## config.mk

```make
export PLATFORM = sky130hd
export DESIGN_NAME = ftwa_mac
export DESIGN_NICKNAME = d
export VERILOG_FILES = /design/src/rtl/core/ftwa_pkg.sv /design/src/rtl/core/ftwa_mac.sv
export SDC_FILE = /design/constraint.sdc
export NUM_CORES = 2
export LEC_CHECK = 0
export BUFFER_PORTS_ARGS = -buffer_cell sky130_fd_sc_hd__buf_2
export CORE_ASPECT_RATIO = 0.6
export CORE_MARGIN = 2
export CORE_UTILIZATION = 35
export CTS_CLUSTER_DIAMETER = 40
export DETAILED_ROUTE_END_ITERATION = 8
export PLACE_DENSITY = 0.55
export SLEW_MARGIN = 20
export SYNTH_ARGS = -nofsm -noshare
export SYNTH_HDL_FRONTEND = slang
export SYNTH_SLANG_ARGS = --single-unit
export TNS_END_PERCENT = 1
```

## constraint.sdc

```tcl
create_clock -name clk -period 36.3 [get_ports clk]
set_clock_uncertainty 0.05 [all_clocks]
set_input_delay 9.075 -clock clk [delete_from_list [all_inputs] [get_ports clk]]
set_output_delay 9.075 -clock clk [all_outputs]
set_load 0.02 [all_outputs]
```

## src/rtl/core/ftwa_pkg.sv

```systemverilog
// shared types and constants for the wrench transform and averaging block
// no dependencies
package ftwa_pkg;
  localparam int GW = 32;   // gauge count width
  localparam int VW = 48;   // output value width
  localparam int SW = 48;   // scale width
  localparam int RW = 54;   // rotation row width
  localparam int CW = 18;   // rotation coefficient width
  localparam int OW = 32;   // offset width
  localparam int CFG_IW = 3;
  localparam int CFG_DW = 54;

  typedef enum logic [CFG_IW-1:0] {
    REG_SCALE = 3'd0, REG_ROW_X = 3'd1, REG_ROW_Y = 3'd2, REG_ROW_Z = 3'd3,
    REG_OFF_X = 3'd4, REG_OFF_Y = 3'd5, REG_OFF_Z = 3'd6
  } cfg_reg_t;

  typedef enum logic [1:0] {
    KIND_WRENCH = 2'd0, KIND_SLOW = 2'd1, KIND_FAST = 2'd2
  } kind_t;

  typedef struct packed {
    logic [1:0]          result_kind;
    logic signed [VW-1:0] force_x;
    logic signed [VW-1:0] force_y;
    logic signed [VW-1:0] force_z;
    logic signed [VW-1:0] torque_x;
    logic signed [VW-1:0] torque_y;
    logic signed [VW-1:0] torque_z;
    logic                last_of_sample;
  } result_t;

  typedef struct packed {
    logic signed [GW-1:0] gauge_fx;
    logic signed [GW-1:0] gauge_fy;
    logic signed [GW-1:0] gauge_fz;
    logic signed [GW-1:0] gauge_tx;
    logic signed [GW-1:0] gauge_ty;
    logic signed [GW-1:0] gauge_tz;
  } sample_t;

  localparam logic signed [VW-1:0] MAX_V = {1'b0, {(VW-1){1'b1}}};
  localparam logic signed [VW-1:0] MIN_V = {1'b1, {(VW-1){1'b0}}};

  // saturate a 128 bit value to 48 bits signed
  function automatic logic signed [VW-1:0] sat48(input logic signed [127:0] v);
    logic signed [127:0] mx;
    logic signed [127:0] mn;
    mx = 128'(MAX_V);
    mn = {{80{1'b1}}, MIN_V};
    if (v > mx) return MAX_V;
    if (v < mn) return MIN_V;
    return v[VW-1:0];
  endfunction
endpackage

```

## src/rtl/core/ftwa_mac.sv

```systemverilog
// one lane: signed 64x64 multiply split into 32x32 partial products over cycles
// depends on ftwa_pkg
module ftwa_mac (
  input  logic                 clk,
  input  logic                 start,
  input  logic signed [63:0]   a,
  input  logic signed [63:0]   b,
  output logic signed [127:0]  prod,
  output logic                 done
);
  import ftwa_pkg::*;
  logic [63:0] ua_r, ub_r;
  logic        neg_r;
  logic [2:0]  step_r;
  logic [127:0] acc_r;
  logic [31:0] pa, pb;
  logic [63:0] pp;
  logic [127:0] pp_sh;

  // steps: 1..4 accumulate one 32x32 partial product each
  always_comb begin
    pa = step_r[0] ? ua_r[31:0] : ua_r[63:32];
    pb = step_r[1] ? ub_r[63:32] : ub_r[31:0];
    case (step_r)
      3'd1: begin pa = ua_r[31:0];  pb = ub_r[31:0];  end
      3'd2: begin pa = ua_r[63:32]; pb = ub_r[31:0];  end
      3'd3: begin pa = ua_r[31:0];  pb = ub_r[63:32]; end
      3'd4: begin pa = ua_r[63:32]; pb = ub_r[63:32]; end
      default: begin pa = '0; pb = '0; end
    endcase
    pp = 64'(pa) * 64'(pb);
    case (step_r)
      3'd1:    pp_sh = 128'(pp);
      3'd2,
      3'd3:    pp_sh = 128'(pp) << 32;
      3'd4:    pp_sh = 128'(pp) << 64;
      default: pp_sh = '0;
    endcase
  end

  always_ff @(posedge clk) begin
    if (start) begin
      ua_r   <= a[63] ? 64'(-a) : a;
      ub_r   <= b[63] ? 64'(-b) : b;
      neg_r  <= a[63] ^ b[63];
      acc_r  <= '0;
      step_r <= 3'd1;
    end else if (step_r != 3'd0) begin
      acc_r  <= acc_r + pp_sh;
      step_r <= (step_r == 3'd4) ? 3'd0 : step_r + 3'd1;
    end
  end

  assign done = (step_r == 3'd0);
  assign prod = neg_r ? -$signed(acc_r) : $signed(acc_r);
endmodule

```

======== Word-level counts from Yosys, hierarchy flattened ========
Index checks and enable logic that the tools add are counted.
word-level totals
  register bits ........................... 260
  bits in latches ......................... 0
  bits in writable memories ............... 0
  bits in read-only memories .............. 0
  input bits .............................. 130
  output and inout bits ................... 129
  word-level logic and storage cells ...... 32
  memories ................................ 0
operators by class
  add/sub/neg operators ................... 5
  multiply operators ...................... 1
  div/mod/pow operators ................... 0
  order comparisons ....................... 0
  equality and inequality tests ........... 4
  shift operators ......................... 0
  multiplexer cells ....................... 7
  bitwise logic cells ..................... 1
  reductions and logical operators ........ 7
operators by type and width
  operator             number
  $pmux 128 s3         1
  $add 128x128->128    1
  $mux 128             1
  $neg 128->128        1
  $neg 64->64          2
  $pmux 32 s2          2
  $mux 63              2
  $mul 32x32->64       1
  $reduce_or 2->1      5
  $eq 3x2->1 const B   2
  $add 3x1->3 const B  1
  $eq 3x1->1 const B   1
  $eq 3x3->1 const B   1
  $logic_not 3->1      1
  $mux 3               1
  $reduce_bool 3->1    1
  $xor 1x1->1          1

======== Logic depth before layout (Yosys ltp) ========
  depth in word-level cells ............... 6
  mapped depth ............................ 55
  depth with buffers taken out ............ 48

======== Worst setup path after synthesis ========
No wires, ideal clock.
  path kind ............................... in2reg
  start point ............................. input port a[5]
  end point ............................... register ua_r[49], data pin
  setup time .............................. 0.261 ns
  arrival time ............................ 13.145 ns
  data required time ...................... 35.988 ns
  setup slack ............................. 22.844 ns
  cell stages on the path ................. 14
  buffers on the path ..................... 1
  cells stage by stage .................... nor4_2 -> nand2b_1 -> or3_1 -> or2_1 -> or3_1 -> nand2b_1 -> or4_4 -> or3_4 -> or3_4 -> or4_4 -> or4_1 -> buf_2 -> o41ai_4 -> xnor2_1
on the way
  longest elaborated chain between the ends .. 2
RTL lines
  element               line            source
  from (decl)           ftwa_mac.sv:6   input logic signed [63:0] a,
  $neg 64->64           ftwa_mac.sv:43  ua_r <= a[63] ? 64'(-a) : a;
  $mux 63               ftwa_mac.sv:43
  to (signal assigned)  ftwa_mac.sv:43
  to (decl)             ftwa_mac.sv:12  logic [63:0] ua_r, ub_r;
Every way passes these cells.
A chain may end at the register's enable or synchronous reset.

======== Worst setup path after layout ========
  start point ............................. register step_r[2]
  end point ............................... register acc_r[125]
on the way
  longest elaborated chain between the ends .. 6
  elaborated cells on any way between the ends .. 15
  classes of those cells .................. add/sub (1); mul (1); eq/ne (4); mux (3); reduce/logical (6)
RTL lines
  element                                   line                            source
  from (decl)                               ftwa_mac.sv:14                  logic [2:0] step_r;
  from (signal assigned)                    ftwa_mac.sv:50                  step_r <= (step_r == 3'd4) ? 3'd0 : step_r + 3'd1;
  $eq 3x3->1, or another cell as far along  ftwa_mac.sv:24, ftwa_mac.sv:32
  $reduce_or 2->1 (no source line)          --
  $pmux 32 s2                               ftwa_mac.sv:24                  case (step_r)
  $mul 32x32->64                            ftwa_mac.sv:31                  pp = 64'(pa) * 64'(pb);
  $pmux 128 s3                              ftwa_mac.sv:32                  case (step_r)
  $add 128x128->128                         ftwa_mac.sv:49                  acc_r <= acc_r + pp_sh;
  to (signal assigned)                      ftwa_mac.sv:49
  to (decl)                                 ftwa_mac.sv:15                  logic [127:0] acc_r;
Several ways; a longest one is shown, not always the timed one.

==> results.py <==
metrics = {
    "drt": {
        "drc": 0,
        "drt_wl_total_mm": 225,
        "routedWlPerCell_um": 25.4,
        "drt_iter0_drc": 6029,
        "routed-via-count": 50000,
        "via_per_inst": 5.65,
        "dr.pass1.iters": 6,
        "ant_nets": 0,
    },
    "logic_synthesis": {
        "synth_ff_type": "dfxtp_1",
        "synth.avg_cell_area_um2": 8.30,
        "ys_seq_area_frac": 0.118,
        "async_flop_share": 0,
        "synth_cell_types": 78,
        "synthTopCellsByArea": "fa_1, ha_1, edfxtp_1, inv_1, nand2_1",
        "yosysWarnings": 0,
        "synth_edf_count": 129,
        "synth_top_area_frac": 0.325,
        "synth_top_area_cell": "fa_1",
        "synth_seq_cells": 260,
        "synth_fp_nets": 8085,
        "synthCells": 6660,
        "synthesis.area_mm2": 0.0553,
    },
    "sta": {
        "fmax_mhz": 59.6,
        "fin_crit_ns": 16.79,
        "hold_slack_ns": 0.452,
        "fin_crit_sh": 0.463,
        "finalSetupTns_ns": 0,
        "drv_slew": 0,
        "hold_violations": 0,
        "worst_pin_slew_ns": 1.28,
        "setup_viol": 0,
        "relSlewSlack": 0.146,
        "rsz0062_at_grt": "false",
    },
    "placement": {
        "dp.cells": 8763,
        "dpl.hpwl_mm": 185,
        "gp_congestion": 1.04,
        "io_buffers": 258,
    },
    "setup_path": {
        "end_kind": "register",
        "cpMostUsedCell": "fa_1",
        "max_stage_delay_ns": 1.05,
        "critPathRequiredTime_ns": 36.77,
        "crit_path_top_delay_cell": "nor4_1",
        "start_kind": "register",
        "worstPathArrival_ns": 17.27,
        "critPathMaxFanout": 52,
        "crit_type": "reg2reg",
    },
    "grt": {
        "use_met1": 0.427,
        "grt_max_degree": 104,
        "antenna_found_initial": 7,
        "grt_pass1_wl_mm": 327,
        "track_usage": 0.275,
        "grt_overflow_total": 0,
        "grt_pass1_vias": 47800,
        "use_met2": 0.340,
        "grt_use_met3": 0.125,
        "grt-busiest-layer": "met1",
    },
    "clock_tree": {
        "cts-root-buf": "clkbuf_16",
        "cts_max_path_buffers": 3,
        "clk_pin_slew_ns": 0.06,
        "postCtsSetupRepairBufs": 0,
        "clk_latency_ns": 0.65,
        "cts-resized-gates": 0,
        "cts_tree": "done",
        "htree_levels": 2,
        "cts_buffers": 47,
        "hold_buffers": 0,
        "cts.sink_count": 260,
    },
    "cells_and_area": {
        "drive_above_1_share": 0.0840,
        "utilization": 0.388,
        "syn2layout_area_growth_pct": 9.62,
        "nets": 8128,
        "antennaDiodeCount": 0,
        "stdcell_count": 8849,
    },
    "die": {
        "core_mm2": 0.156,
        "die_w_um": 517,
        "die_h_um": 312,
        "start_util": 0.354,
        "die-area_mm2": 0.161,
        "ios": 259,
        "row_count": 112,
    },
    "worst_hold_path": {
        "hold_class": "reg2reg",
    },
    "outcome": {
        "status": "completed",
    },
    "run": {
        "max_cap_violations": 0,
    },
}
[layout make-up]
type / instances / area (µm²)
fill: 16000 / 95500
multi-input combinational: 5079 / 44100
timing repair buffer: 378 / 2200
clock inverter: 26 / 329
inverter: 937 / 3520
sequential: 260 / 6500
clock buffer: 60 / 1330
tap: 2109 / 2640
[stage by stage]
| step | setup WS, ns | area [µm²] |
|---|---|---|
| 3_3_place_gp | 20.39 | 58900 |
| 2_1_floorplan | 22.84 | 55300 |
| 3_5_place_dp | 20.57 | 58900 |
| 6_report | 19.51 | 60600 |
| 5_1_grt | 19.29 | 60600 |
| 4_1_cts | 20.49 | 60500 |
[layout by cell type, fill, tap and decap left out, drive strengths merged, types with 76 or more instances in the layout]
master,instances
a21o,117
a21oi,314
a22o,76
buf,377
dfxtp,131
edfxtp,129
fa,897
ha,398
inv,944
nand2,849
nand4,77
nor2,808
o21ai,270
o31ai,80
xnor2,355
xor2,78
[layer usage]
layer,wire length [µm],vias up
li1,-,21700
met1,103000,25200
met2,82000,2768
met3,35000,277
met4,4220,8
met5,295,-
[worst paths after layout]
kind                                from                 endpoint  slack [ns]  depth (start not counted)
setup / recovery  step_r[2]$_SDFFE_PP0N_  acc_r[125]$_SDFFE_PP0N_       19.51                         43
hold / removal    step_r[1]$_SDFFE_PP0N_   step_r[1]$_SDFFE_PP0N_        0.45                          2
setup reg to reg  step_r[2]$_SDFFE_PP0N_  acc_r[125]$_SDFFE_PP0N_       19.51                         43
hold reg to reg   step_r[1]$_SDFFE_PP0N_   step_r[1]$_SDFFE_PP0N_        0.45                          2
[flip-flops by register name, indices dropped and copies added, names as in the netlist]
name,flops
acc_r,128
neg_r,1
step_r,3
ua_r,64
ub_r,64
[critical path, delay by kind of cell (launching register included)]
| family | cells | cell delay (ns) |
|---|---|---|
| xor gates and xnor gates | 1 | 0.54 |
| DFF | 1 | 0.44 |
| adders and majority gates | 11 | 5.71 |
| AOI/OAI and AO/OA | 13 | 5.10 |
| and+or+nand+nor | 11 | 3.38 |
| buffers and inverters | 7 | 1.29 |
[logic make-up after synthesis]
| family | synth area share |
|---|---|
| compound gates | 0.143 |
| xor+xnor | 0.0686 |
| fa+ha+maj | 0.415 |
| buf+inv | 0.0898 |
| flops | 0.118 |
| simple gates | 0.166 |
[synth_stat cells, types with 27 or more instances]
library cell  instances
edfxtp_1            129
or4_1                41
nor3_1               54
dfxtp_1             131
a22oi_1              67
fa_1                897
or2_2                28
ha_1                398
a211oi_1             27
o21bai_1             46
or3_1                49
a22o_1               76
nand4_1              77
o22ai_1              51
o31ai_1              76
nand2b_1             31
nand2_1             849
nand3_1              73
xor2_1               78
nor2_1              808
a21oi_1             314
xnor2_1             355
a21o_1              117
o41ai_1              39
o21ai_0             269
inv_1               935
clkbuf_1            360
Power is left out: the tool's default activity adds up to more than one toggle a clock period on the data nets, which glitch-free logic cannot reach.
