===== config.mk =====
export PLATFORM = sky130hd
export DESIGN_NAME = ftwa_avg
export DESIGN_NICKNAME = d
export VERILOG_FILES = /design/src/rtl/core/ftwa_pkg.sv /design/src/rtl/core/ftwa_mac.sv /design/src/rtl/core/ftwa_avg.sv
export SDC_FILE = /design/constraint.sdc
export NUM_CORES = 2
export LEC_CHECK = 0
export ABC_AREA = 0
export BUFFER_PORTS_ARGS = -buffer_cell sky130_fd_sc_hd__buf_2
export CAP_MARGIN = 20
export CORE_MARGIN = 2
export CORE_UTILIZATION = 30
export DETAILED_ROUTE_END_ITERATION = 10
export PLACE_DENSITY = 0.42
export SLEW_MARGIN = 25
export SYNTH_ARGS = -nofsm -noshare
export SYNTH_HDL_FRONTEND = slang
export SYNTH_SLANG_ARGS = --single-unit
export TNS_END_PERCENT = 30

===== constraint.sdc =====
create_clock -name clk -period 65.7 [get_ports clk]
set_input_delay 6.57 -clock clk [delete_from_list [all_inputs] [get_ports clk]]
set_output_delay 6.57 -clock clk [all_outputs]
set_load 0.01 [all_outputs]

===== src/rtl/core/ftwa_pkg.sv =====
// shared types and constants for the wrench transform and averaging block
// no dependencies
package ftwa_pkg;
  localparam int GW = 32;   // gauge count width
  localparam int VW = 48;   // output value width
  localparam int SW = 48;   // scale width
  localparam int RW = 54;   // rotation row width
  localparam int CW = 18;   // rotation coefficient width
  localparam int OW = 32;   // offset width
  localparam int CFG_IW = 3;
  localparam int CFG_DW = 54;

  typedef enum logic [CFG_IW-1:0] {
    REG_SCALE = 3'd0, REG_ROW_X = 3'd1, REG_ROW_Y = 3'd2, REG_ROW_Z = 3'd3,
    REG_OFF_X = 3'd4, REG_OFF_Y = 3'd5, REG_OFF_Z = 3'd6
  } cfg_reg_t;

  typedef enum logic [1:0] {
    KIND_WRENCH = 2'd0, KIND_SLOW = 2'd1, KIND_FAST = 2'd2
  } kind_t;

  typedef struct packed {
    logic [1:0]          result_kind;
    logic signed [VW-1:0] force_x;
    logic signed [VW-1:0] force_y;
    logic signed [VW-1:0] force_z;
    logic signed [VW-1:0] torque_x;
    logic signed [VW-1:0] torque_y;
    logic signed [VW-1:0] torque_z;
    logic                last_of_sample;
  } result_t;

  typedef struct packed {
    logic signed [GW-1:0] gauge_fx;
    logic signed [GW-1:0] gauge_fy;
    logic signed [GW-1:0] gauge_fz;
    logic signed [GW-1:0] gauge_tx;
    logic signed [GW-1:0] gauge_ty;
    logic signed [GW-1:0] gauge_tz;
  } sample_t;

  localparam logic signed [VW-1:0] MAX_V = {1'b0, {(VW-1){1'b1}}};
  localparam logic signed [VW-1:0] MIN_V = {1'b1, {(VW-1){1'b0}}};

  // saturate a 128 bit value to 48 bits signed
  function automatic logic signed [VW-1:0] sat48(input logic signed [127:0] v);
    logic signed [127:0] mx;
    logic signed [127:0] mn;
    mx = 128'(MAX_V);
    mn = {{80{1'b1}}, MIN_V};
    if (v > mx) return MAX_V;
    if (v < mn) return MIN_V;
    return v[VW-1:0];
  endfunction
endpackage


===== src/rtl/core/ftwa_mac.sv =====
// one lane: signed 64x64 multiply split into 32x32 partial products over cycles
// depends on ftwa_pkg
module ftwa_mac (
  input  logic                 clk,
  input  logic                 start,
  input  logic signed [63:0]   a,
  input  logic signed [63:0]   b,
  output logic signed [127:0]  prod,
  output logic                 done
);
  import ftwa_pkg::*;
  logic [63:0] ua_r, ub_r;
  logic        neg_r;
  logic [2:0]  step_r;
  logic [127:0] acc_r;
  logic [31:0] pa, pb;
  logic [63:0] pp;
  logic [127:0] pp_sh;

  // steps: 1..4 accumulate one 32x32 partial product each
  always_comb begin
    pa = step_r[0] ? ua_r[31:0] : ua_r[63:32];
    pb = step_r[1] ? ub_r[63:32] : ub_r[31:0];
    case (step_r)
      3'd1: begin pa = ua_r[31:0];  pb = ub_r[31:0];  end
      3'd2: begin pa = ua_r[63:32]; pb = ub_r[31:0];  end
      3'd3: begin pa = ua_r[31:0];  pb = ub_r[63:32]; end
      3'd4: begin pa = ua_r[63:32]; pb = ub_r[63:32]; end
      default: begin pa = '0; pb = '0; end
    endcase
    pp = 64'(pa) * 64'(pb);
    case (step_r)
      3'd1:    pp_sh = 128'(pp);
      3'd2,
      3'd3:    pp_sh = 128'(pp) << 32;
      3'd4:    pp_sh = 128'(pp) << 64;
      default: pp_sh = '0;
    endcase
  end

  always_ff @(posedge clk) begin
    if (start) begin
      ua_r   <= a[63] ? 64'(-a) : a;
      ub_r   <= b[63] ? 64'(-b) : b;
      neg_r  <= a[63] ^ b[63];
      acc_r  <= '0;
      step_r <= 3'd1;
    end else if (step_r != 3'd0) begin
      acc_r  <= acc_r + pp_sh;
      step_r <= (step_r == 3'd4) ? 3'd0 : step_r + 3'd1;
    end
  end

  assign done = (step_r == 3'd0);
  assign prod = neg_r ? -$signed(acc_r) : $signed(acc_r);
endmodule


===== src/rtl/core/ftwa_avg.sv =====
// boxcar average: ring memory of wrenches, running sums, floor mean
// depends on ftwa_pkg, ftwa_mac
module ftwa_avg #(
  parameter int DEPTH = 2
) (
  input  logic                 clk,
  input  logic                 rst_n,
  input  logic                 start,
  input  logic signed [ftwa_pkg::VW-1:0] w [6],
  output logic signed [ftwa_pkg::VW-1:0] mean [6],
  output logic                 busy
);
  import ftwa_pkg::*;
  localparam int AW = (DEPTH > 1) ? $clog2(DEPTH) : 1;
  localparam int SUMW = VW + AW + 1;
  // floor(n/DEPTH) = (n*RECIP) >> RSH for every magnitude n below 2^(SUMW-1)
  localparam int RSH = SUMW - 1 + $clog2(DEPTH);
  localparam logic [127:0] RECIP =
    ((128'd1 << RSH) + 128'(DEPTH) - 128'd1) / 128'(DEPTH);

  // one memory per wrench element; reset clearing pass writes zeros
  logic [VW-1:0] ring [6][DEPTH];
  logic signed [SUMW-1:0] sum_r [6];
  logic [AW-1:0] pos_r;
  logic [AW:0]   clr_r;
  logic          clearing_r;
  logic [3:0]    ph_r;
  logic [VW-1:0] old_r [6];
  logic signed [SUMW-1:0] q_r [6];
  logic [SUMW-1:0] mag_r [6];
  logic signed [127:0] prod [6];
  logic [5:0] mdone;
  logic       mstart;

  always_ff @(posedge clk) begin
    if (clearing_r) begin
      for (int i = 0; i < 6; i++) ring[i][clr_r[AW-1:0]] <= '0;
    end else if (ph_r == 4'd1) begin
      for (int i = 0; i < 6; i++) ring[i][pos_r] <= w[i];
    end
    if (start) begin
      for (int i = 0; i < 6; i++) old_r[i] <= ring[i][pos_r];
    end
  end

  logic signed [SUMW-1:0] sum_nxt [6];
  always_comb begin
    for (int i = 0; i < 6; i++)
      sum_nxt[i] = sum_r[i] + SUMW'(w[i]) - SUMW'($signed(old_r[i]));
  end

  // reciprocal multiply of each magnitude, four partial products per lane
  assign mstart = (ph_r == 4'd2);
  for (genvar i = 0; i < 6; i++) begin : g_div
    ftwa_mac u_mul (.clk(clk), .start(mstart), .a(64'(mag_r[i])), .b(RECIP[63:0]),
                    .prod(prod[i]), .done(mdone[i]));
  end

  always_ff @(posedge clk) begin
    if (!rst_n) begin
      clearing_r <= 1'b1;
      clr_r      <= '0;
      pos_r      <= '0;
      ph_r       <= '0;
      for (int i = 0; i < 6; i++) sum_r[i] <= '0;
    end else begin
      if (clearing_r) begin
        clr_r <= clr_r + 1'b1;
        if (32'(clr_r) == DEPTH - 1) clearing_r <= 1'b0;
      end
      case (ph_r)
        4'd0: if (start) ph_r <= 4'd1;
        4'd1: begin
          for (int i = 0; i < 6; i++) begin
            sum_r[i] <= sum_nxt[i];
            mag_r[i] <= sum_nxt[i][SUMW-1] ? ~sum_nxt[i] : sum_nxt[i];
          end
          pos_r <= (32'(pos_r) == DEPTH - 1) ? '0 : pos_r + 1'b1;
          ph_r  <= 4'd2;
        end
        4'd2: ph_r <= 4'd3;
        4'd3: if (&mdone) begin
          for (int i = 0; i < 6; i++) q_r[i] <= SUMW'(prod[i] >> RSH);
          ph_r <= 4'd0;
        end
        default: ph_r <= 4'd0;
      endcase
    end
  end

  // negative: floor(s/d) = -(floor((-s-1)/d)) - 1 = ~q
  always_comb begin
    for (int i = 0; i < 6; i++)
      mean[i] = sum_r[i][SUMW-1] ? VW'(~q_r[i]) : VW'(q_r[i]);
  end
  assign busy = clearing_r || (ph_r != 4'd0);
endmodule


=== Word-level counts from Yosys, hierarchy flattened ===
Memories as Yosys holds them, arrays and structs flattened. A register that Yosys moved wholly into a read port is not among the register bits.
Cells that the tools add are included.

* Latch bits: 0
* Memories kept: 5
* Output and inout port bits: 289
* Logic and storage cells: 1,386
* Bits in registers: 794
* RAM bits: 1,764
* ROM bits: 0

{| class="wikitable"
|+ Memory list
! name !! depth !! bits a word !! read ports !! clocked after memory_dff !! wr ports !! RTL line !! RTL
|-
| ring || 6 || 96 || 6 || 0 || 6 || ftwa_avg.sv:22 || <nowiki>logic [VW-1:0] ring [6][DEPTH];</nowiki>
|-
| mag_r || 6 || 50 || 6 || 6 || 6 || ftwa_avg.sv:30 || <nowiki>logic [SUMW-1:0] mag_r [6];</nowiki>
|-
| q_r || 6 || 50 || 6 || 0 || 6 || ftwa_avg.sv:29 || <nowiki>logic signed [SUMW-1:0] q_r [6];</nowiki>
|-
| sum_r || 6 || 50 || 6 || 0 || 6 || ftwa_avg.sv:23 || <nowiki>logic signed [SUMW-1:0] sum_r [6];</nowiki>
|-
| old_r || 6 || 48 || 6 || 0 || 6 || ftwa_avg.sv:28 || <nowiki>logic [VW-1:0] old_r [6];</nowiki>
|}

* Bitwise gates (word level): 596
* Multiplexer cells: 660
* Magnitude comparators: 4
* Div/mod/pow operators: 0
* Add/subtract/negate cells: 26
* Reduce and logical (&&, ||, !) cells: 43
* Shift operators: 0
* Equal/unequal tests: 30
* $mul: 6

{| class="wikitable"
|+ Operators with widths
! cell !! number
|-
| $pmux W128 S3 || 6
|-
| $mux W48 || 26
|-
| $add A128 B128 Y128 || 6
|-
| $mux W50 || 12
|-
| $mux W1 || 591
|-
| $or A1 B1 Y1 || 582
|-
| $pmux W32 S2 || 6
|-
| $add A50 B48 Y50 || 6
|-
| $mul A32 B18 Y50 || 6
|-
| $not A50 Y50 || 6
|-
| $sub A50 B48 Y50 || 6
|-
| $not A48 Y48 || 6
|-
| $mux W96 || 2
|-
| $mux W18 || 6
|-
| $demux W48 S1 || 2
|-
| $reduce_or A2 Y1 || 24
|-
| $eq A3 B2 Y1 const B || 12
|-
| $add A3 B1 Y3 const B || 6
|-
| $eq A3 B1 Y1 const B || 6
|-
| $eq A3 B3 Y1 const B || 6
|-
| $logic_not A3 Y1 || 6
|-
| $mux W3 || 6
|-
| $reduce_bool A3 Y1 || 6
|-
| $pmux W4 S4 || 1
|-
| 16 further kinds || 23
|}

=== Depth between registers and ports, before layout ===
* Word-level depth: 7
* Mapped depth: 24
* Depth with buffers taken out: 22

=== Modules after synthesis ===
Synthesis repeated with hierarchy kept, for this count alone.

* Cell total of the unflattened synthesis: 47,482
* Area, all modules: 424,960.1 µm²

{| class="wikitable"
|+ Modules (own cells, without submodules)
! module !! times used !! cells each !! area each (µm²)
|-
| ftwa_avg || 1 || 7,605 || 93,494.7
|-
| ftwa_mac at g_div[4].u_mul || 1 || 6,700 || 55,625.8
|-
| ftwa_mac at g_div[0].u_mul || 1 || 6,716 || 55,426.9
|-
| ftwa_mac at g_div[5].u_mul || 1 || 6,669 || 55,419.4
|-
| ftwa_mac at g_div[3].u_mul || 1 || 6,600 || 55,045.3
|-
| ftwa_mac at g_div[1].u_mul || 1 || 6,602 || 54,981.5
|-
| ftwa_mac at g_div[2].u_mul || 1 || 6,590 || 54,966.5
|}

=== Worst setup path before layout ===
OpenSTA, ideal clock, no wires.

* Path type: reg-to-reg
* Start: register clearing_r
* End: memory ring[0][48] (netlist bit) (enable)
* Data required time: 64.364 ns
* Path buffers: 0
* Arrival: 20.535 ns
* Stages on the path, launching flop included: 3
* Clock period less this slack: 21.870 ns
* Setup slack: 43.830 ns
* Setup time: 1.336 ns
* Cells stage by stage: dfxtp_1 -> inv_1 -> o21ai_0

{| class="wikitable"
|+ RTL lines
! element !! RTL line !! RTL
|-
| start: declaration || ftwa_avg.sv:26 || <nowiki>logic clearing_r;</nowiki>
|-
| start signal: assignment || ftwa_avg.sv:61 || <nowiki>clearing_r <= 1'b1;</nowiki>
|-
| start signal: assignment || ftwa_avg.sv:69 || <nowiki>if (32'(clr_r) == DEPTH - 1) clearing_r <= 1'b0;</nowiki>
|-
| end: declaration || ftwa_avg.sv:22 ||
|}

==> impl_metrics.tcl <==
set metrics [dict create \
    clk_latency_ns 0.99 \
    fin_setup_tns_ns 0 \
    grt_pass1_vias 106855 \
    fin_nets 16457 \
    end_kind "register" \
    antenna_found_initial 75 \
    fill_cells 51271 \
    slew_headroom_pct 25.39 \
    p_sw_share_pct 43.53 \
    grt_max_degree 146 \
    synth_cell_types 97 \
    num_rows 260 \
    tightest_slew_ns 1.109 \
    grt_usage_pct 18.42 \
    cts_buffers 322 \
    slowest_stage "buf_4" \
    max_stage_delay_ns 0.65 \
    drt-pass1-iter-count 6 \
    synthCells 14729 \
    cts_buffer_depth 4 \
    path_common_cell "a21o_1" \
    maxSlewViolCount 0 \
    hold_viol_final 0 \
    rsz0062_at_grt "false" \
    crit_path_start_kind "input pin" \
    die_h_um 712.8 \
    ant_nets 0 \
    cts_resized 0 \
    path_max_fanout 44 \
    post-route-util_pct 34.21 \
    internal-power_uw 5921 \
    place.gp.congestion 0.8800 \
    wl_per_cell_um 21.86 \
    ys_warn_count 0 \
    die_x_um 712.8 \
    htree_levels 5 \
    arrival_ns 11.51 \
    ys_ff_latch 2562 \
    die-area_um2 508100 \
    grt_overflow 0 \
    power_density_nw_per_um2 61.19 \
    core_um2 501000 \
    ir_drop_v 0.00006433 \
    vias 106889 \
    via_per_inst 4.848 \
    syn_area_per_cell_um2 10.23 \
    postCtsSetupBuffers 0 \
    cap_violations 0 \
    start_util_pct 30.08 \
    p_leak_uw 0.07196 \
    drc 0 \
    crit_family "compound AO/OA/AOI/OAI gates" \
    place_inst 21401 \
    hold_buffers 0 \
    p_total_uw 10490 \
    numPortBuffers 579 \
    wirelength_um 482100 \
    p_comb_share_pct 53.4 \
    finalCriticalPeriod_ns 10.89 \
    async_flop_share_pct 0 \
    path_class "in2reg" \
    finalSetupViolations 0 \
    fmax_ghz 0.09183 \
    cp_num_buf_inv 4 \
    ioPinCount 580 \
    first_iter_violations 7130 \
    hold_class "reg2reg" \
    area_growth_pct 13.70 \
    fin_crit_sh_pct 16.57 \
    power_frac_clock_pct 17.4 \
    seq_area_frac_synth_pct 47.66 \
    fin_skew_ns 0.07649 \
    cts-root-buf "clkbuf_16" \
    setup_slack_ns 54.81 \
    drive_gt1_share_pct 10.34 \
    cts_tree "built" \
    clkTransAtPathRegs_ns 0.06 \
    dp_hpwl_um 358700 \
    final_cells 22050 \
    outcome "finished clean" \
    grt_pass1_wl_um 713400 \
    ys.flop_type "edfxtp_1" \
    cp_cell_sequence "buf_2, inv_1, fa_1, inv_1, ha_1, a21o_1, a21o_1, a211oi_1, o21a_1, o221a_2, nor3_2, a31oi_1, o31ai_1, a21o_1, a21o_1, a21oi_2, xnor2_4, buf_4, xnor2_1" \
    numClockSinks 2562 \
    synth_area_um2 150700 \
    preCtsSetupSlack_ns 53.75 \
    synth-edff-count 2052 \
    power_switching_uw 4564 \
    cp.required_ns 66.32 \
    pwr-share-seq_pct 29.2 \
]
[power by group through the flow]
stage	Combinational, uW	Sequential, uW	Clock (uW)
after floorplan	4030	3070	0
after detailed placement	5630	3100	0
final	5600	3060	1830
after CTS	5660	3070	1890
after global placement	5610	3100	0
after global routing	6210	3120	1950
[cells in the final DEF (no fill, tap or decap), drive strengths merged, types with 48 or more instances in the layout]
cell	synthesis	layout
nor2b	105	105
and2	559	559
clkinv	0	136
inv	1387	1398
nand2b	79	79
and3	169	169
buf	67	696
xor2	601	601
edfxtp	2052	2052
o21a	90	90
nand3	164	164
nor3	107	107
nand4	205	205
nand2	1187	1187
o21ai	509	509
a22oi	108	108
diode	0	48
o21bai	164	164
clkbuf	642	412
nor2	1253	1253
a21o	546	546
a211oi	140	140
o31ai	59	59
a31oi	93	93
a21oi	1273	1273
dfxtp	510	510
mux2	291	291
ha	821	821
fa	300	300
xnor2	688	688
[through the flow]
stage | hold WS [ns] | cell area, um^2
final | 0.3787 | 171400
after global routing | 0.3953 | 171300
after CTS | 0.3731 | 171200
after detailed placement | 0.4045 | 160400
after global placement | 0.4003 | 160400
after floorplan | 0.4003 | 150700
[final cells by class]
cell class	instances	area, um^2	share of cell area, %
Sequential cell	2562	71830	41.92
Multi-Input combinational cell	10076	71150	41.52
Timing Repair Buffer	696	3899	2.275
Clock inverter	188	2178	1.271
Antenna cell	48	120.1	0.07009
Inverter	1387	5215	3.043
Tap cell	6681	8359	4.878
Clock buffer	412	8610	5.024
[Yosys cell counts, drive strengths merged, types with 17 or more instances]
master,number,area share [%]
a211o,23,0.13
nand2,1187,3.0
a211oi,140,0.70
nor2b,105,0.44
a41oi,30,0.18
or2,29,0.12
o31ai,59,0.31
nor3,107,0.36
xnor2,688,4.0
o21bai,164,0.82
and3,169,0.70
dfxtp,510,6.8
a21oi,1273,4.2
a221oi,31,0.18
o211ai,34,0.17
a22o,38,0.22
buf,67,0.23
edfxtp,2052,41
a31oi,93,0.39
a221o,27,0.18
o21ai,509,1.7
mux2,291,2.2
and2,559,2.3
a21o,546,2.7
nor2,1253,3.1
o21a,90,0.45
nand2b,79,0.33
nand4,205,0.85
inv,1387,3.5
ha,821,6.8
nand3,164,0.54
a21boi,28,0.14
or3,38,0.16
clkbuf,642,1.6
xor2,601,3.5
fa,300,4.0
o221ai,17,0.099
a22oi,108,0.54
nor4,41,0.17
[state kept, by name (all words and copies together) (netlist names)]
signal	flops
g_div.u_mul.ua_r	300
sum_r	300
pos_r	1
q_r	288
clearing_r	1
g_div.u_mul.acc_r	486
mag_r	300
ring	576
ph_r	2
clr_r	2
old_r	288
g_div.u_mul.step_r	18
[kinds of logic after synthesis]
kind of cell             count (synthesis)  share of synthesized area, %
flip-flops                            2562                         47.66
adder cells (fa/ha/maj)               1121                         10.80
multiplexers                           295                         2.201
AND/OR/NAND/NOR                       3992                         12.38
buffers and inverters                 2096                         5.283
other                                    1                      0.002488
AO/OA/AOI/OAI                         3372                         14.16
XOR/XNOR                              1290                         7.523
[final timing paths]
kind                                          from                                     to  slack, ns  cells after the start
max                                         w[193]                  mag_r[1][9]$_DFFE_PP_      54.81                     19
min reg2reg                 mag_r[1][43]$_DFFE_PP_      g_div[1].u_mul.ua_r[43]$_DFFE_PP_       0.38                      0
max reg2reg  g_div[1].u_mul.step_r[0]$_SDFFE_PP1P_  g_div[1].u_mul.acc_r[93]$_SDFFE_PP0P_      58.56                     20
min                         mag_r[1][43]$_DFFE_PP_      g_div[1].u_mul.ua_r[43]$_DFFE_PP_       0.38                      0
[layer usage]
layer / wire [um] / vias up / global-route usage [%]
met2: 216300 / 2127 / 29.44
met4: 10460 / 14 / 3.870
met5: 84 / - / 0
li1: - / 52191 / -
met3: 21530 / 529 / 2.445
met1: 233700 / 52028 / 26.55
Power figures use the tool's default switching activity.
